### config.mk
export PLATFORM = sky130hd
export DESIGN_NAME = lmr_line_store
export DESIGN_NICKNAME = d
export VERILOG_FILES = /design/src/rtl/assert_macros.svh /design/src/rtl/lmr_pkg.sv /design/src/rtl/lmr_line_store.sv
export SDC_FILE = /design/constraint.sdc
export NUM_CORES = 2
export LEC_CHECK = 0
export ABC_CLOCK_PERIOD_IN_PS = 3000
export BUFFER_PORTS_ARGS = -buffer_cell sky130_fd_sc_hd__buf_2
export CAP_MARGIN = 10
export CORE_AREA = 8 8 740 742
export DETAILED_ROUTE_END_ITERATION = 8
export DIE_AREA = 0 0 748 750
export GPL_ROUTABILITY_DRIVEN = 0
export PLACE_DENSITY = 0.45
export RECOVER_POWER = 100
export SYNTH_ARGS = -nofsm -noshare
export SYNTH_HDL_FRONTEND = slang
export SYNTH_SLANG_ARGS = --single-unit
### constraint.sdc
create_clock -name clk -period 3 [get_ports clk]
set_input_delay 0.15 -clock clk [delete_from_list [all_inputs] [get_ports clk]]
set_output_delay 0.15 -clock clk [all_outputs]
set_load 0.02 [all_outputs]
### src/rtl/assert_macros.svh
// ----------------------------------------------------------------------------
// assertion macros
// concurrent assertion shorthands used by the rtl, empty under synthesis
// ----------------------------------------------------------------------------
`ifndef ASSERT_MACROS_SVH
`define ASSERT_MACROS_SVH

`ifndef SYNTHESIS

`define ASSERT_IMPLIES(label, clk, rst, ante, cons) \
  label: assert property (@(posedge clk) disable iff (rst) (ante) |-> (cons)) \
    else $error("assertion failed: same-cycle implication");

`define ASSERT_NEXT(label, clk, rst, ante, cons) \
  label: assert property (@(posedge clk) disable iff (rst) (ante) |=> (cons)) \
    else $error("assertion failed: next-cycle implication");

`else

`define ASSERT_IMPLIES(label, clk, rst, ante, cons)

`define ASSERT_NEXT(label, clk, rst, ante, cons)

`endif

`endif

### src/rtl/lmr_pkg.sv
// ----------------------------------------------------------------------------
// lmr_pkg
// shared types and constants of the 5x5 local mean removal core
// ----------------------------------------------------------------------------
package lmr_pkg;

  localparam int MAX_WIDTH  = 128;
  localparam int MAX_HEIGHT = 4096;
  localparam int MIN_SIZE   = 5;

  localparam int PIX_W  = 8;
  localparam int COL_W  = $clog2(MAX_WIDTH);
  localparam int ROW_W  = 12;
  localparam int WCFG_W = 8;
  localparam int HCFG_W = 13;
  localparam int CFG_W  = 13;
  localparam int RES_W  = 9;

  localparam int LINES  = 4;
  localparam int TAPS   = 5;
  localparam int CSUM_W = 11;
  localparam int WSUM_W = 13;

  // floor(x / 25) for x < 6400 as (x * 5243) >> 17
  localparam int          DIV_SHIFT = 17;
  localparam logic [12:0] DIV_RECIP = 13'd5243;
  localparam int          PROD_W    = 26;

  typedef enum logic {
    CFG_ACTIVE_WIDTH  = 1'b0,
    CFG_ACTIVE_HEIGHT = 1'b1
  } cfg_index_t;

  typedef logic [PIX_W-1:0] pix_t;

  typedef struct packed {
    logic [TAPS-1:0][PIX_W-1:0] px;
    logic [CSUM_W-1:0]          sum;
  } column_t;

  typedef struct packed {
    logic                     en;
    logic [COL_W-1:0]         addr;
    logic [$clog2(LINES)-1:0] sel;
    pix_t                     data;
  } ls_access_t;

endpackage

### src/rtl/lmr_line_store.sv
// ----------------------------------------------------------------------------
// lmr_line_store
// four line memories, all read at the current column, one written per pixel
// ----------------------------------------------------------------------------
module lmr_line_store
  import lmr_pkg::*;
(
  input  logic             clk,
  input  ls_access_t       acc,
  output pix_t [LINES-1:0] rd_data
);

  for (genvar b = 0; b < LINES; b++) begin : g_bank
    pix_t mem [MAX_WIDTH];

    always_ff @(posedge clk) begin
      if (acc.en) begin
        rd_data[b] <= mem[acc.addr];
        if (acc.sel == ($clog2(LINES))'(b)) begin
          mem[acc.addr] <= acc.data;
        end
      end
    end
  end

endmodule

Word-level counts from Yosys, hierarchy flattened --
Memory sizes are Yosys's and may differ from the RTL's. A register that Yosys moved wholly into a read port is not among the register bits. Index checks and enable logic that the tools add are counted.
Word-level totals: flip-flop bits (word level) 0, latch bits 0, RAM bits 4096, memory bits (read-only) 0, input bits 19, word-level logic and storage cells 20, memories 4
Cells by class: add/subtract/negate cells 0, multipliers 0, divide/modulo/power cells 0, order comparisons 0, equal/unequal tests 3, shift-type cells 0, multiplexer cells 12, bitwise operators 0, reduce and logical (&&, ||, !) cells 1
Memory list:
- g_bank[0].mem | depth 128, bits a word 8, read ports 1, clocked after memory_dff 1, wr ports 1, RTL line lmr_line_store.sv:14 | pix_t mem [MAX_WIDTH];
- g_bank[1].mem | depth 128, bits a word 8, read ports 1, clocked after memory_dff 1, wr ports 1, RTL line lmr_line_store.sv:14
- g_bank[2].mem | depth 128, bits a word 8, read ports 1, clocked after memory_dff 1, wr ports 1, RTL line lmr_line_store.sv:14
- g_bank[3].mem | depth 128, bits a word 8, read ports 1, clocked after memory_dff 1, wr ports 1, RTL line lmr_line_store.sv:14
Operators by type and width (count):
- $mux 1 | 12
- $eq 2x2->1 const B | 2
- $eq 2x1->1 const B | 1
- $logic_not 2->1 | 1

Longest topological paths before layout --
depth after elaboration 4, gate-level depth with buffers 13, gate-level depth less buffers 7

Worst setup path before layout --
Ideal clock, no wire load.
path kind input to register, from input port acc[10] in the netlist's numbering, to memory g_bank[0].mem[114][0] in the netlist's numbering, enable pin, setup time 0.370 ns, arrival 2.124 ns, required time 2.630 ns, setup slack 0.505 ns, stages on the path 9, buffers on the path 6, path through buf_4 -> buf_4 -> nor3b_1 -> buf_4 -> buf_4 -> buf_2 -> buf_2 -> nand2_1 -> nor2_1
RTL lines:
- start: declaration | RTL line lmr_line_store.sv:9 | input ls_access_t acc,
- end: declaration | RTL line lmr_line_store.sv:14
Straight into the memory's write port.

Final worst setup path --
from input port acc[14] in the netlist's numbering, to memory g_bank[2].mem[109][5] in the netlist's numbering, enable pin
RTL lines (RTL line):
- end: declaration | lmr_line_store.sv:14
Straight into the memory's write port.

==> flow_summary.json <==
{
  "antenna_found_initial": 63,
  "met3WireLength_microns": 63500,
  "seq_area_frac_synth": 0.774,
  "cts_tree": "yes",
  "finalHoldViolations": 0,
  "initial_core_util": 0.299,
  "dr_wl_met2_microns": 308000,
  "row_count": 269,
  "period_needed_ns": 3.13,
  "cp-start-kind": "input pin",
  "ant_nets": 0,
  "cp_max_fo": 13,
  "die-width_microns": 748,
  "setup_violations": 161,
  "rsz0062_at_grt": "false",
  "synth_top_area_share": 0.774,
  "synth_cell_types": 68,
  "die_h_microns": 750,
  "tightest_slew_ns": 2.94,
  "routed_wl_microns": 684000,
  "detail_route.first_pass.iterations": 8,
  "fin_util": 0.369,
  "crit_type": "input pin to flip-flop",
  "violations": "max-capacitance violations, max-slew violations, negative setup slack",
  "core_area_sq_mm": 0.535,
  "ys_warn_count": 0,
  "fin_skew_ns": 0.0773,
  "via_per_inst": 5.59,
  "clkLatencyLatePin_ns": 1.03,
  "wl_per_cell_microns": 35.4,
  "io_pins": 51,
  "grt-ovfl-total": 0,
  "synth_area_sq_mm": 0.160,
  "fin_ws_ns": -0.132,
  "power_density_mw_per_mm2": 652,
  "drtIter0Drc": 14900,
  "vias": 108000,
  "max_cap_viol_count": 14,
  "drc_errors": 0,
  "post_route_cells_drive_above_1_share": 0.196,
  "ys_ff_latch": 4128,
  "grt_max_degree": 110,
  "synth_area_per_cell_sq_um": 16.1,
  "maxSlewViolCount": 609,
  "synthArstFlopShare": 0,
  "status": "complete, but fails checks",
  "synth_edf_count": 4128,
  "endpoint_kind": "flip-flop",
  "grt_pass1_wl_microns": 919000,
  "synth_flop_cell": "edfxtp_1",
  "cts_buffers": 447,
  "worst_ep_arrival_time_ns": 3.75,
  "relSlewSlack": -0.959,
  "max-vdd-ir-drop_uv": 484,
  "dp_hpwl_microns": 474000,
  "track_usage": 0.234,
  "grt_pass1_vias": 105000,
  "cts_root_buf": "clkbuf_16",
  "drt-met1-wl_microns": 279000,
  "area_growth_syn_to_layout_pct": 23.2,
  "fmax_mhz": 319,
  "critPathRequiredTime_ns": 3.62,
  "route.top_layer_used": "met5",
  "p_leak_nw": 64.4,
  "fin_crit_sh": 1.04,
  "dieArea_sq_mm": 0.561,
  "min_path_type": "input pin to flip-flop",
  "htreeDepth": 5,
  "port_buffers": 50,
  "clockBufferDepth": 4,
  "synth_area_leaders": "edfxtp_1 77%, mux2i_1 3.4%, a221oi_1 3.3%, nor2_1 2.3%, a21oi_1 2.2%",
  "nets": 11900,
  "clk_pin_slew_ns": 0.06,
  "synth_top_area_cell": "edfxtp_1",
  "syn-num-nets": 9994,
  "clock-sinks": 4128,
  "postSynthCellCount": 9975,
  "dp_slack_ns": -0.937
}
==> path summary, 6_finish.rpt <==
check | startpoint | endpoint | slack, ns | cells after the start
hold reg to reg | g_bank[0].mem[109][7] | rd_data[7] | 0.82 | 4
hold / removal | acc[16] | rd_data[30] | 0.16 | 5
setup / recovery | acc[14] | g_bank[2].mem[109][5] | -0.13 | 8
setup reg to reg | g_bank[0].mem[26][3] | rd_data[3] | -0.02 | 6
==> metrics by stage <==
stage          power (mW)  TNS (ns)  hold WS, ns  instance area, sq um  instances
2_1_floorplan        68.1         0        0.249                160000       9975
3_3_place_gp         74.6    -21.97        0.576                187000      18400
3_5_place_dp         74.6    -20.55        0.584                187000      18400
4_1_cts               129         0       0.0519                201000      19300
5_1_grt               132         0        0.153                197000      19300
6_report              129     -4.67        0.160                197000      19300
==> cell usage after synthesis, types with 6 or more instances <==
master     number
and3_1          9
a221o_1        43
buf_4          44
o21a_1          8
a21o_1         12
a21oi_1       715
o211ai_1       34
a221oi_1      600
clkbuf_1      305
nor3_1         49
a31oi_1        34
nand3_1        37
a311oi_1       23
o22a_1         22
buf_2         305
a311o_1        10
and2_1          7
buf_6          22
nor2_1        977
a211oi_1       79
o21ai_0       377
a22o_1         55
o22ai_1       216
o221ai_1       74
mux2i_1       548
o2bb2ai_1       7
nor2b_1        38
o2111ai_1       8
a222oi_1       25
mux4_2         12
nand2b_1        7
nand2_1       442
o311ai_0       20
a22oi_1       360
o31ai_1        13
mux2_2         98
buf_1         103
a2111oi_0      18
edfxtp_1     4128
o311a_1        11
nand4_1        15
a41oi_1         6
==> critical path, cell delays in order <==
cell and delay, ns:
dlygate4sd3_1 0.56, buf_8 0.18, nor2b_1 0.82, clkbuf_1 0.58, buf_4 0.47, nand2_1 0.27
nor2_1 0.29, clkbuf_1 0.35
==> sequential cells by signal (all words and copies together), names as in the netlist <==
signal,cells
rd_data,32
g_bank.mem,4096
==> cell families (layout without fill, tap and decap cells) <==
logic type,Yosys count,after routing,synth area share
compound gates,2798,2798,0.120
other cells,0,25,0
buf+inv,785,3043,0.0228
mux,658,658,0.0428
flops,4128,4128,0.774
simple gates,1606,1606,0.0402
==> report_power, final <==
part / switching (mW) / internal, mW
Clock: 23.7 / 31.6
Combinational: 6.70 / 2.97
Sequential: 0.198 / 63.6
Total: 30.6 / 98.2
==> placed cells by master, fill, tap and decap left out, types with 288 or more instances in the layout <==
cell          n
a21oi_1     713
a221oi_1    599
a22oi_1     360
buf_4       981
clkbuf_1    693
clkbuf_16   451
clkbuf_2    288
edfxtp_1   4128
mux2i_1     548
nand2_1     436
nor2_1      970
o21ai_0     374
==> per-layer routing <==
layer,GRT usage,vias to the layer above
li1,-,44000
met1,0.318,56700
met2,0.368,5878
met3,0.0461,1129
met4,0.0921,30
met5,0,-
==> repair_timing <==
item                                   4_1_cts  5_1_grt
gates resized for setup                      2        6
setup endpoints to repair                    2        6
pin swaps                                    0        0
setup buffers                                0        0
endpoints found under the hold margin     2674        0
hold buffers                                13        0
==> final cells by class <==
class / count / area, sq um
antenna: 25 / 62.6
clock buffer: 562 / 11700
clock inverter: 267 / 2760
fill: 50800 / 338000
inverter: 6 / 47.5
multi-input combinational: 5062 / 32900
sequential: 4128 / 124000
tap: 7046 / 8820
timing repair buffer: 2208 / 17200
Note: power is estimated with default switching activity, not from simulation.
