==> src/rtl/assert_macros.svh <==
// ----------------------------------------------------------------------------
// assertion macros
// concurrent assertion shorthands used by the rtl, empty under synthesis
// ----------------------------------------------------------------------------
`ifndef ASSERT_MACROS_SVH
`define ASSERT_MACROS_SVH

`ifndef SYNTHESIS

`define ASSERT_IMPLIES(label, clk, rst, ante, cons) \
  label: assert property (@(posedge clk) disable iff (rst) (ante) |-> (cons)) \
    else $error("assertion failed: same-cycle implication");

`define ASSERT_NEXT(label, clk, rst, ante, cons) \
  label: assert property (@(posedge clk) disable iff (rst) (ante) |=> (cons)) \
    else $error("assertion failed: next-cycle implication");

`else

`define ASSERT_IMPLIES(label, clk, rst, ante, cons)

`define ASSERT_NEXT(label, clk, rst, ante, cons)

`endif

`endif

==> src/rtl/lmr_pkg.sv <==
// ----------------------------------------------------------------------------
// lmr_pkg
// shared types and constants of the 5x5 local mean removal core
// ----------------------------------------------------------------------------
package lmr_pkg;

  localparam int MAX_WIDTH  = 128;
  localparam int MAX_HEIGHT = 4096;
  localparam int MIN_SIZE   = 5;

  localparam int PIX_W  = 8;
  localparam int COL_W  = $clog2(MAX_WIDTH);
  localparam int ROW_W  = 12;
  localparam int WCFG_W = 8;
  localparam int HCFG_W = 13;
  localparam int CFG_W  = 13;
  localparam int RES_W  = 9;

  localparam int LINES  = 4;
  localparam int TAPS   = 5;
  localparam int CSUM_W = 11;
  localparam int WSUM_W = 13;

  // floor(x / 25) for x < 6400 as (x * 5243) >> 17
  localparam int          DIV_SHIFT = 17;
  localparam logic [12:0] DIV_RECIP = 13'd5243;
  localparam int          PROD_W    = 26;

  typedef enum logic {
    CFG_ACTIVE_WIDTH  = 1'b0,
    CFG_ACTIVE_HEIGHT = 1'b1
  } cfg_index_t;

  typedef logic [PIX_W-1:0] pix_t;

  typedef struct packed {
    logic [TAPS-1:0][PIX_W-1:0] px;
    logic [CSUM_W-1:0]          sum;
  } column_t;

  typedef struct packed {
    logic                     en;
    logic [COL_W-1:0]         addr;
    logic [$clog2(LINES)-1:0] sel;
    pix_t                     data;
  } ls_access_t;

endpackage

==> src/rtl/lmr_cell.sv <==
// ----------------------------------------------------------------------------
// lmr_cell
// one window column with its sum, shifted toward the older neighbor
// ----------------------------------------------------------------------------
module lmr_cell
  import lmr_pkg::*;
(
  input  logic    clk,
  input  logic    rst,
  input  logic    shift,
  input  column_t col_in,
  output column_t col_out
);

  always_ff @(posedge clk) begin
    if (rst) begin
      col_out <= '0;
    end else if (shift) begin
      col_out <= col_in;
    end
  end

endmodule

==> config.mk <==
export PLATFORM = sky130hd
export DESIGN_NAME = lmr_cell
export DESIGN_NICKNAME = d
export VERILOG_FILES = /design/src/rtl/assert_macros.svh /design/src/rtl/lmr_pkg.sv /design/src/rtl/lmr_cell.sv
export SDC_FILE = /design/constraint.sdc
export NUM_CORES = 1
export LEC_CHECK = 0
export BUFFER_PORTS_ARGS = -buffer_cell sky130_fd_sc_hd__buf_4
export CORE_UTILIZATION = 35
export CTS_BUF_LIST = sky130_fd_sc_hd__clkbuf_2
export CTS_CLUSTER_SIZE = 12
export DETAILED_ROUTE_END_ITERATION = 8
export GPL_ROUTABILITY_DRIVEN = 0
export PLACE_DENSITY_LB_ADDON = 0.08
export SLEW_MARGIN = 20
export SYNTH_ARGS = -nofsm -noshare
export SYNTH_HDL_FRONTEND = slang
export SYNTH_SLANG_ARGS = --single-unit
export TNS_END_PERCENT = 50
==> constraint.sdc <==
create_clock -name clk -period 0.8 [get_ports clk]
set_input_delay 0.04 -clock clk [delete_from_list [all_inputs] [get_ports clk]]
set_output_delay 0.04 -clock clk [all_outputs]
set_load 0.005 [all_outputs]
* Word-level counts from Yosys, hierarchy flattened *
Cells that the tools add are included.

storage, ports and cells
  bits in registers = 51

* Depth between registers and ports, before layout *
Gate-level depths: netlist of run 1.

  depth after elaboration = 0
  depth in mapped cells = 4

* Worst setup path before layout of run 1 *
No wires, ideal clock.

  path kind = input to register
  from = input shift
  to = register col_out[0] in the netlist's numbering
  path buffers = 2
  slack = 0.146 ns
  library setup time = 0.128 ns
  data arrival time = 0.526 ns
  stages = 4
  data required time = 0.672 ns
  cell sequence = buf_6 buf_8 mux2i_1 nor2_1

RTL lines
  element                 RTL line        RTL
  start: declaration      lmr_cell.sv:10  input logic shift,
  end signal: assignment  lmr_cell.sv:19  col_out <= col_in;
  end: declaration        lmr_cell.sv:12  output column_t col_out

* Worst setup path in the final report of run 1 *
  from = register col_out[50] in the netlist's numbering
  to = output col_out[50] in the netlist's numbering

No word-level cell between the ends.

==> flow_metrics.py, run 1 <==
metrics = {
    "setup_path": {
        "worstSetupPathType": "reg2out",
        "worstPathRequired_ps": 760,
        "slowest_delay_ps": 410,
        "path_buf_inv": 1,
        "cp-start-kind": "flip-flop",
        "crit_path_cell_trace": "buf_6",
        "cp.arrival_ps": 920,
        "crit_path_max_fanout": 2,
        "end_kind": "output port",
        "cp_top_family": "flip-flops",
        "rrSetupSlack_ps": 0,
        "cp_slowest_cell": "dfxtp_2",
    },
    "pwr": {
        "cellPowerDensity_nw_per_um2": 1410,
        "power.static_leakage_nw": 1.69,
        "ir_worst_vdd_uv": 889,
        "p_switching_w": 0.00122,
        "p_seq_share_pct": 57.6,
        "pwr-share-comb_pct": 23.2,
        "netSwitchingFraction_pct": 24.8,
        "p_total_w": 0.00491,
        "power.internal_w": 0.00369,
        "power_frac_clock_pct": 19.2,
    },
    "die": {
        "num_rows": 25,
        "core_area_um2": 4880,
        "initial_core_util_pct": 37.6,
        "io_pins": 105,
        "die_w_um": 74.4,
        "dieHeight_um": 74.4,
        "die_area_um2": 5530,
    },
    "synth": {
        "synth.distinct_cells": 7,
        "synth_seq_cells": 51,
        "ys_top_cells_by_area": "dfxtp_1 (56%), mux2i_1 (28%), nor2_1 (10%)",
        "post-synth-top-area-cell": "dfxtp_1",
        "synthArstFlopShare_pct": 0,
        "synth_top_flop_cell": "dfxtp_1",
        "synth_commonest_cells": "dfxtp_1 (51), mux2i_1 (51), nor2_1 (51)",
        "netlist_instances": 165,
        "synth_area_per_cell_um2": 11.1,
        "yosys_warnings": 0,
        "synth_edf_count": 0,
        "synth.yosys.seq_area_share_pct": 55.7,
        "post-synth-top-area-fraction_pct": 55.7,
        "synth_area_um2": 1830,
        "syn_nets": 219,
    },
    "global_route": {
        "grt_max_degree": 30,
        "overflow": 0,
        "antenna_found_initial": 0,
        "grt_pass1_vias": 1654,
        "grt_use_total_pct": 18.4,
        "grt_pass1_wl_um": 7620,
    },
    "routing": {
        "vias": 1687,
        "dr.pass1.iters": 2,
        "initialDrtViolationCount": 59,
        "totalWireLength_um": 5050,
        "ant_nets": 0,
        "wl_per_cell_um": 12.9,
        "drc": 0,
        "vias_per_cell": 4.33,
    },
    "clock_network": {
        "numCtsBuffers": 5,
        "cts_root_buf": "clkbuf_2",
        "tritoncts": "built",
        "clk_pin_slew_worst_paths_ps": 250,
        "numClockSinks": 51,
        "clk_latency_ps": 420,
        "htree_num_levels": 2,
        "clockBufferDepth": 2,
    },
    "placed_design": {
        "hpwlAfterDp_um": 2850,
        "port_buffers": 104,
        "numPlacedInstances": 329,
    },
    "sta": {
        "timing_hold_violations_final": 0,
        "clock_skew_ps": 0,
        "period_minus_slack_ps": 965,
        "worst_pin_slew_ps": 246,
        "setup_violations": 51,
        "worst_slack_ps": -165,
        "fin_crit_sh_pct": 121,
        "drv_slew": 0,
        "slew_headroom_pct": 83.6,
        "fin_tns_setup_ps": -6910,
        "rsz0062_at_grt": "yes",
        "max_freq_mhz": 1040,
    },
    "flow_run": {
        "maxCapViolCount": 0,
    },
    "final_layout": {
        "drive_above_1_share_pct": 51.4,
        "regMostFlops": "col_out",
        "final_cells": 390,
        "reg_top3": "col_out x51",
        "largest_reg_flops": 51,
        "areaGrowthSynthToFinish_pct": 90.3,
        "antenna_cells": 0,
        "nets": 377,
    },
    "status": {
        "status": "finished with violations",
        "violations": "setup timing",
    },
    "worst_hold_path": {
        "hp-class": "in2reg",
    },
}
[cell families after synthesis]
kind of cell | after synthesis | synth area share (%)
muxes | 51 | 27.8
and+or+nand+nor | 51 | 10.4
buffers and inverters | 12 | 6.01
DFF | 51 | 55.7
[cell usage in the layout (no fill, tap or decap), drive strengths merged]
| cell type | Yosys | final |
|---|---|---|
| clkbuf | 6 | 5 |
| buf | 6 | 111 |
| nor2 | 51 | 51 |
| clkinv | 0 | 2 |
| mux2i | 51 | 51 |
| dlygate4sd3 | 0 | 52 |
| dfxtp | 51 | 51 |
[final timing paths]
check	start	to	depth (start not counted)
max	col_out[50]$_SDFFE_PP0P_	col_out[50]	1
min	shift	col_out[3]$_SDFFE_PP0P_	4
max reg2reg	col_out[36]$_SDFFE_PP0P_	col_out[36]$_SDFFE_PP0P_	3
min reg2reg	col_out[12]$_SDFFE_PP0P_	col_out[12]$_SDFFE_PP0P_	2
[worst min-delay path: cells and delay by family]
kind                   cells  cell delay (ps)
buffers and inverters      2              320
multiplexers               1               90
AND/OR/NAND/NOR            1               70
[routing by layer]
metal / vias to the layer above / share of wire [%] / global-route usage [%]
met4: 0 / 1.1 / 5.03
met3: 5 / 7.3 / 6.37
li1: 852 / - / -
met2: 60 / 53 / 34.8
met5: - / 0 / 0
met1: 770 / 39 / 19.2
[power by group through the flow]
stage               clock [W]  combinational [W]  sequential (W)
global placement            0           0.000825         0.00282
floorplan                   0           0.000340         0.00283
finish               0.000942            0.00114         0.00283
global route          0.00108            0.00123         0.00285
CTS                  0.000988            0.00110         0.00281
detailed placement          0           0.000829         0.00282
[per-stage QoR]
| step | worst slack, ps | cell area, um^2 | util, % | hold slack (ps) |
|---|---|---|---|---|
| floorplan | 146 | 1830 | - | 187 |
| global placement | 47.9 | 2680 | 54.8 | 272 |
| detailed placement | 33.5 | 2680 | 54.8 | 282 |
| CTS | -180 | 3400 | 69.7 | 80.1 |
| global route | -235 | 3490 | 71.5 | 86.6 |
| finish | -165 | 3490 | 71.5 | 106 |
[repair_timing]
action / 4_1_cts / 5_1_grt
hold buffers: 52 / 0
buffers inserted: 0 / 2
endpoints found under the setup margin: 51 / 51
endpoints found under the hold margin: 51 / 0
gates resized for setup: 68 / 29
pin swaps: 0 / 0
[cell type report]
class                           count  area, um^2
Clock buffer                        5        25.0
Clock inverter                      2        8.76
Fill cell                         382        1390
Multi-Input combinational cell    102         706
Sequential cell                    51        1080
Tap cell                           67        83.8
Timing Repair Buffer              163        1580
(Power assumes the default switching activity.)
==> inputs of run 2 (changes only) <==
--- a/config.mk
+++ b/config.mk
@@ -7,12 +7,12 @@
 export LEC_CHECK = 0
 export BUFFER_PORTS_ARGS = -buffer_cell sky130_fd_sc_hd__buf_4
 export CORE_UTILIZATION = 35
-export CTS_BUF_LIST = sky130_fd_sc_hd__clkbuf_2
+export CTS_BUF_LIST = sky130_fd_sc_hd__clkbuf_4
 export CTS_CLUSTER_SIZE = 12
 export DETAILED_ROUTE_END_ITERATION = 8
 export GPL_ROUTABILITY_DRIVEN = 0
 export PLACE_DENSITY_LB_ADDON = 0.08
-export SLEW_MARGIN = 20
+export SLEW_MARGIN = 15
 export SYNTH_ARGS = -nofsm -noshare
 export SYNTH_HDL_FRONTEND = slang
 export SYNTH_SLANG_ARGS = --single-unit
==> flow_metrics.py, run 2 (same netlist as run 1, synthesis figures left out) <==
metrics = {
    "status": {
        "status": "finished with violations",
        "violations": "setup timing",
    },
    "routing": {
        "totalWireLength_um": 5010,
        "wl_per_cell_um": 12.8,
        "vias_per_cell": 4.32,
        "initialDrtViolationCount": 60,
        "ant_nets": 0,
        "dr.pass1.iters": 4,
        "vias": 1684,
        "drc": 0,
    },
    "global_route": {
        "grt_pass1_wl_um": 7500,
        "antenna_found_initial": 0,
        "grt_pass1_vias": 1625,
        "grt_use_total_pct": 18.1,
        "overflow": 0,
        "grt_max_degree": 30,
    },
    "final_layout": {
        "final.fill_count": 388,
        "antenna_cells": 0,
        "regMostFlops": "col_out",
        "drive_above_1_share_pct": 52.0,
        "final_cell_mix": "buf_4 (59), nor2_1 (51), dlygate4sd3_1 (51), mux2i_1 (50)",
        "areaGrowthSynthToFinish_pct": 91.1,
        "final_area_um2": 3500,
        "largest_reg_flops": 51,
        "reg_top3": "col_out x51",
        "final_common_cell": "buf_4",
        "seq_area_um2": 1080,
        "multiInputGateArea_um2": 706,
        "post-route-util_pct": 71.8,
        "nets": 377,
    },
    "sta": {
        "drv_slew": 0,
        "period_minus_slack_ps": 870,
        "max_freq_mhz": 1150,
        "fin_crit_sh_pct": 109,
        "setup_violations": 51,
        "fin_tns_setup_ps": -2510,
        "worst_pin_slew_ps": 171,
        "timing_hold_violations_final": 0,
        "worst_slack_ps": -69.5,
        "slew_headroom_pct": 88.3,
        "rsz0062_at_grt": "yes",
        "clock_skew_ps": 0,
    },
    "clock_network": {
        "clk_latency_ps": 360,
        "tritoncts": "built",
        "htree_num_levels": 2,
        "clockBufferDepth": 2,
        "numClockSinks": 51,
        "numCtsBuffers": 5,
        "clk_pin_slew_worst_paths_ps": 140,
        "cts_root_buf": "clkbuf_4",
    },
    "placed_design": {
        "post-place-ws_ps": 33.5,
        "hpwlAfterDp_um": 2850,
        "port_buffers": 104,
        "placed_area_um2": 2680,
    },
    "setup_path": {
        "worstPathRequired_ps": 760,
        "path_buf_inv": 1,
        "cp_slowest_cell": "dfxtp_2",
        "r2r-end": "col_out[36]$_SDFFE_PP0P_",
        "end_kind": "output port",
        "cp-start-kind": "flip-flop",
        "rrSetupSlack_ps": 10,
        "ff2ff_path_depth": 3,
        "timing.rr.start": "col_out[36]$_SDFFE_PP0P_",
        "worstSetupPathType": "reg2out",
        "crit_path_cell_trace": "buf_6",
        "cp_top_family": "flip-flops",
        "cp.arrival_ps": 830,
        "slowest_delay_ps": 360,
        "crit_path_max_fanout": 2,
    },
    "pwr": {
        "power.static_leakage_nw": 1.69,
        "ir_worst_vdd_uv": 890,
        "p_total_w": 0.00502,
        "cellPowerDensity_nw_per_um2": 1430,
    },
    "die": {
        "die_w_um": 74.4,
        "core_area_um2": 4880,
        "initial_core_util_pct": 37.6,
        "dieHeight_um": 74.4,
        "num_rows": 25,
        "die_area_um2": 5530,
        "io_pins": 105,
    },
    "flow_run": {
        "maxCapViolCount": 0,
    },
    "worst_hold_path": {
        "hp-class": "in2reg",
        "hold_end": "col_out[16]$_SDFFE_PP0P_",
        "hold_start": "rst",
        "min_path_cells": 3,
    },
}
run 2: report_power, final:
part / internal [W] / total (W) / switching, W
Combinational: 0.000780 / 0.00114 / 0.000357
Sequential: 0.00272 / 0.00283 / 0.000106
Clock: 0.000313 / 0.00106 / 0.000746
run 2: layout make-up:
type,count,area share (%)
Clock buffer,5,1.07
Clock inverter,2,0.250
Multi-Input combinational cell,102,20.1
Sequential cell,51,30.9
Tap cell,67,2.39
Timing Repair Buffer,163,45.2
run 2: stage by stage:
step | std cells | hold slack (ps)
floorplan | 165 | 187
global placement | 329 | 272
detailed placement | 329 | 282
CTS | 387 | 12.6
global route | 390 | 10.4
finish | 390 | 26.7
run 2: worst max path at each step:
stage,startpoint,to,cells after the start
2_1_floorplan,shift,col_out[0]$_SDFFE_PP0P_,4
3_3_place_gp,shift,col_out[5]$_SDFFE_PP0P_,4
3_5_place_dp,shift,col_out[21]$_SDFFE_PP0P_,4
4_1_cts,col_out[42]$_SDFFE_PP0P_,col_out[42],1
5_1_grt,col_out[47]$_SDFFE_PP0P_,col_out[47],1
6_report,col_out[50]$_SDFFE_PP0P_,col_out[50],1
run 2: what timing repair did:
item | CTS | global route
buffers inserted | 0 | 3
endpoints found under the setup margin | 51 | 51
endpoints found under the hold margin | 51 | 0
hold buffers | 51 | 0
resized for setup | 76 | 23
run 2: layer usage:
metal  GRT usage (%)  up-vias  wire, um  share of wire (%)
met5               0        -         0                  0
met4            5.03        0        56                1.1
met3            6.23        5       341                6.8
met2            34.0       60      2630                 53
met1            19.0      765      1970                 39
li1                -      854         -                  -
run 2: worst reg2reg max path: stages (launching register included):
cell	delay (ps)
dfxtp_2	350
buf_4	130
mux2i_2	160
nor2_1	60
==> inputs of run 3 (changes only) <==
--- a/config.mk
+++ b/config.mk
@@ -7,12 +7,13 @@
 export LEC_CHECK = 0
 export BUFFER_PORTS_ARGS = -buffer_cell sky130_fd_sc_hd__buf_4
 export CORE_UTILIZATION = 35
-export CTS_BUF_LIST = sky130_fd_sc_hd__clkbuf_4
+export CTS_BUF_LIST = sky130_fd_sc_hd__clkbuf_8
 export CTS_CLUSTER_SIZE = 12
 export DETAILED_ROUTE_END_ITERATION = 8
 export GPL_ROUTABILITY_DRIVEN = 0
+export GPL_TIMING_DRIVEN = 0
 export PLACE_DENSITY_LB_ADDON = 0.08
-export SLEW_MARGIN = 15
+export SLEW_MARGIN = 40
 export SYNTH_ARGS = -nofsm -noshare
 export SYNTH_HDL_FRONTEND = slang
 export SYNTH_SLANG_ARGS = --single-unit
==> flow_metrics.py, run 3 (same netlist as run 1, synthesis figures left out) <==
metrics = {
    "worst_hold_path": {
        "hp-class": "in2reg",
        "hold_start": "col_in[0]",
        "min_path_cells": 3,
        "hold_end": "col_out[0]$_SDFFE_PP0P_",
    },
    "setup_path": {
        "end_kind": "output port",
        "cp_slowest_cell": "dfxtp_2",
        "timing.rr.start": "col_out[9]$_SDFFE_PP0P_",
        "crit_path_cell_trace": "buf_6",
        "cp-start-kind": "flip-flop",
        "rrSetupSlack_ps": 140,
        "slowest_delay_ps": 360,
        "worstSetupPathType": "reg2out",
        "crit_path_max_fanout": 2,
        "ff2ff_path_depth": 2,
        "cp.arrival_ps": 760,
        "path_buf_inv": 1,
        "r2r-end": "col_out[9]$_SDFFE_PP0P_",
        "worstPathRequired_ps": 760,
        "cp_top_family": "flip-flops",
    },
    "sta": {
        "slew_headroom_pct": 70.3,
        "hold_slack_ps": -18.9,
        "clock_skew_ps": 0,
        "setup_violations": 0,
        "rsz0062_at_grt": "yes",
        "worst_pin_slew_ps": 445,
        "timing_hold_violations_final": 1,
        "fin_tns_setup_ps": 0,
        "max_freq_mhz": 1260,
        "period_minus_slack_ps": 795,
        "drv_slew": 0,
        "fin_crit_sh_pct": 99.4,
    },
    "routing": {
        "drc": 0,
        "wl_per_cell_um": 12.7,
        "dr.pass1.iters": 4,
        "vias": 1686,
        "totalWireLength_um": 5000,
        "ant_nets": 0,
        "initialDrtViolationCount": 52,
        "vias_per_cell": 4.30,
    },
    "status": {
        "status": "finished with violations",
        "violations": "hold timing",
    },
    "die": {
        "die_area_um2": 5530,
        "initial_core_util_pct": 37.6,
        "dieHeight_um": 74.4,
        "num_rows": 25,
        "io_pins": 105,
        "die_w_um": 74.4,
        "core_area_um2": 4880,
    },
    "clock_network": {
        "post_cts_buffers": 0,
        "tritoncts": "built",
        "numClockSinks": 51,
        "clk_latency_ps": 290,
        "htree_num_levels": 2,
        "clk_pin_slew_worst_paths_ps": 90,
        "cts_root_buf": "clkbuf_8",
        "numCtsBuffers": 5,
        "clockBufferDepth": 2,
    },
    "final_layout": {
        "antenna_cells": 0,
        "regMostFlops": "col_out",
        "final_area_um2": 3520,
        "areaGrowthSynthToFinish_pct": 91.9,
        "nets": 378,
        "final_common_cell": "buf_4",
        "drive_above_1_share_pct": 50.2,
        "largest_reg_flops": 51,
        "final_cell_mix": "buf_4 (55), mux2i_1 (51), nor2_1 (51), dlygate4sd3_1 (50), buf_6 (48)",
        "post-route-util_pct": 72.1,
        "reg_top3": "col_out x51",
    },
    "pwr": {
        "ir_worst_vdd_uv": 1000,
        "p_seq_share_pct": 51.4,
        "p_switching_w": 0.00124,
        "pwr-share-comb_pct": 20.2,
        "p_total_w": 0.00549,
        "cellPowerDensity_nw_per_um2": 1560,
        "power_frac_clock_pct": 28.4,
        "power.internal_w": 0.00425,
        "netSwitchingFraction_pct": 22.6,
        "power.static_leakage_nw": 1.70,
    },
    "global_route": {
        "overflow": 0,
        "grt_pass1_vias": 1663,
        "grt_pass1_wl_um": 7330,
        "antenna_found_initial": 0,
        "grt_use_total_pct": 17.5,
        "grt_max_degree": 15,
    },
    "placed_design": {
        "port_buffers": 102,
        "hpwlAfterDp_um": 2980,
        "placed_area_um2": 2680,
    },
    "flow_run": {
        "maxCapViolCount": 0,
    },
}
## run 3: cell types whose count changed in the layout (fill, tap and decap cells not counted), sizes merged
cell | previous run | this run
clkbuf | 5 | 13
buf | 112 | 108
clkinv | 2 | 0
dlygate4sd3 | 51 | 50
inv | 0 | 1
## run 3: how the worst max path moves through the flow
stage,from,end,cells past startpoint
2_1_floorplan,shift,col_out[0]$_SDFFE_PP0P_,4
3_3_place_gp,rst,col_out[40]$_SDFFE_PP0P_,3
3_5_place_dp,rst,col_out[0]$_SDFFE_PP0P_,3
4_1_cts,col_out[14]$_SDFFE_PP0P_,col_out[14],1
5_1_grt,col_out[45]$_SDFFE_PP0P_,col_out[45],1
6_report,col_out[32]$_SDFFE_PP0P_,col_out[32],1
## run 3: per-stage QoR
stage | setup WS (ps) | instances
4_1_cts | 0.574 | 392
6_report | 4.56 | 392
2_1_floorplan | 146 | 165
5_1_grt | -25.3 | 392
3_3_place_gp | -32.5 | 334
3_5_place_dp | -34.9 | 334
## run 3: cell type report
class	instances	area, um^2
timing repair buffer	152	1440
fill	373	1360
sequential	51	1080
multi-input combinational	102	702
buffer	12	110
clock buffer	7	96.3
tap	67	83.8
clock inverter	1	3.75
## run 3: power groups by stage
stage	Clock, W	Sequential, W	Combinational [W]
2_1_floorplan	0	0.00283	0.000340
3_3_place_gp	0	0.00282	0.000822
3_5_place_dp	0	0.00282	0.000830
4_1_cts	0.00162	0.00278	0.00105
5_1_grt	0.00173	0.00284	0.00120
6_report	0.00156	0.00282	0.00111
## run 3: what timing repair did
item | 4_1_cts | 5_1_grt
gates cloned | 0 | 0
endpoints found under the hold margin | 49 | 0
hold buffers | 50 | 0
endpoints found under the setup margin | 14 | 51
gates resized for setup | 26 | 68
## run 3: metal layers
layer | track usage, % | vias to the layer above | share of wire [%]
met2 | 31.9 | 60 | 51
li1 | - | 857 | -
met1 | 19.3 | 764 | 41
met4 | 6.29 | 0 | 1.1
met3 | 4.88 | 5 | 6.5
met5 | 0 | - | 0
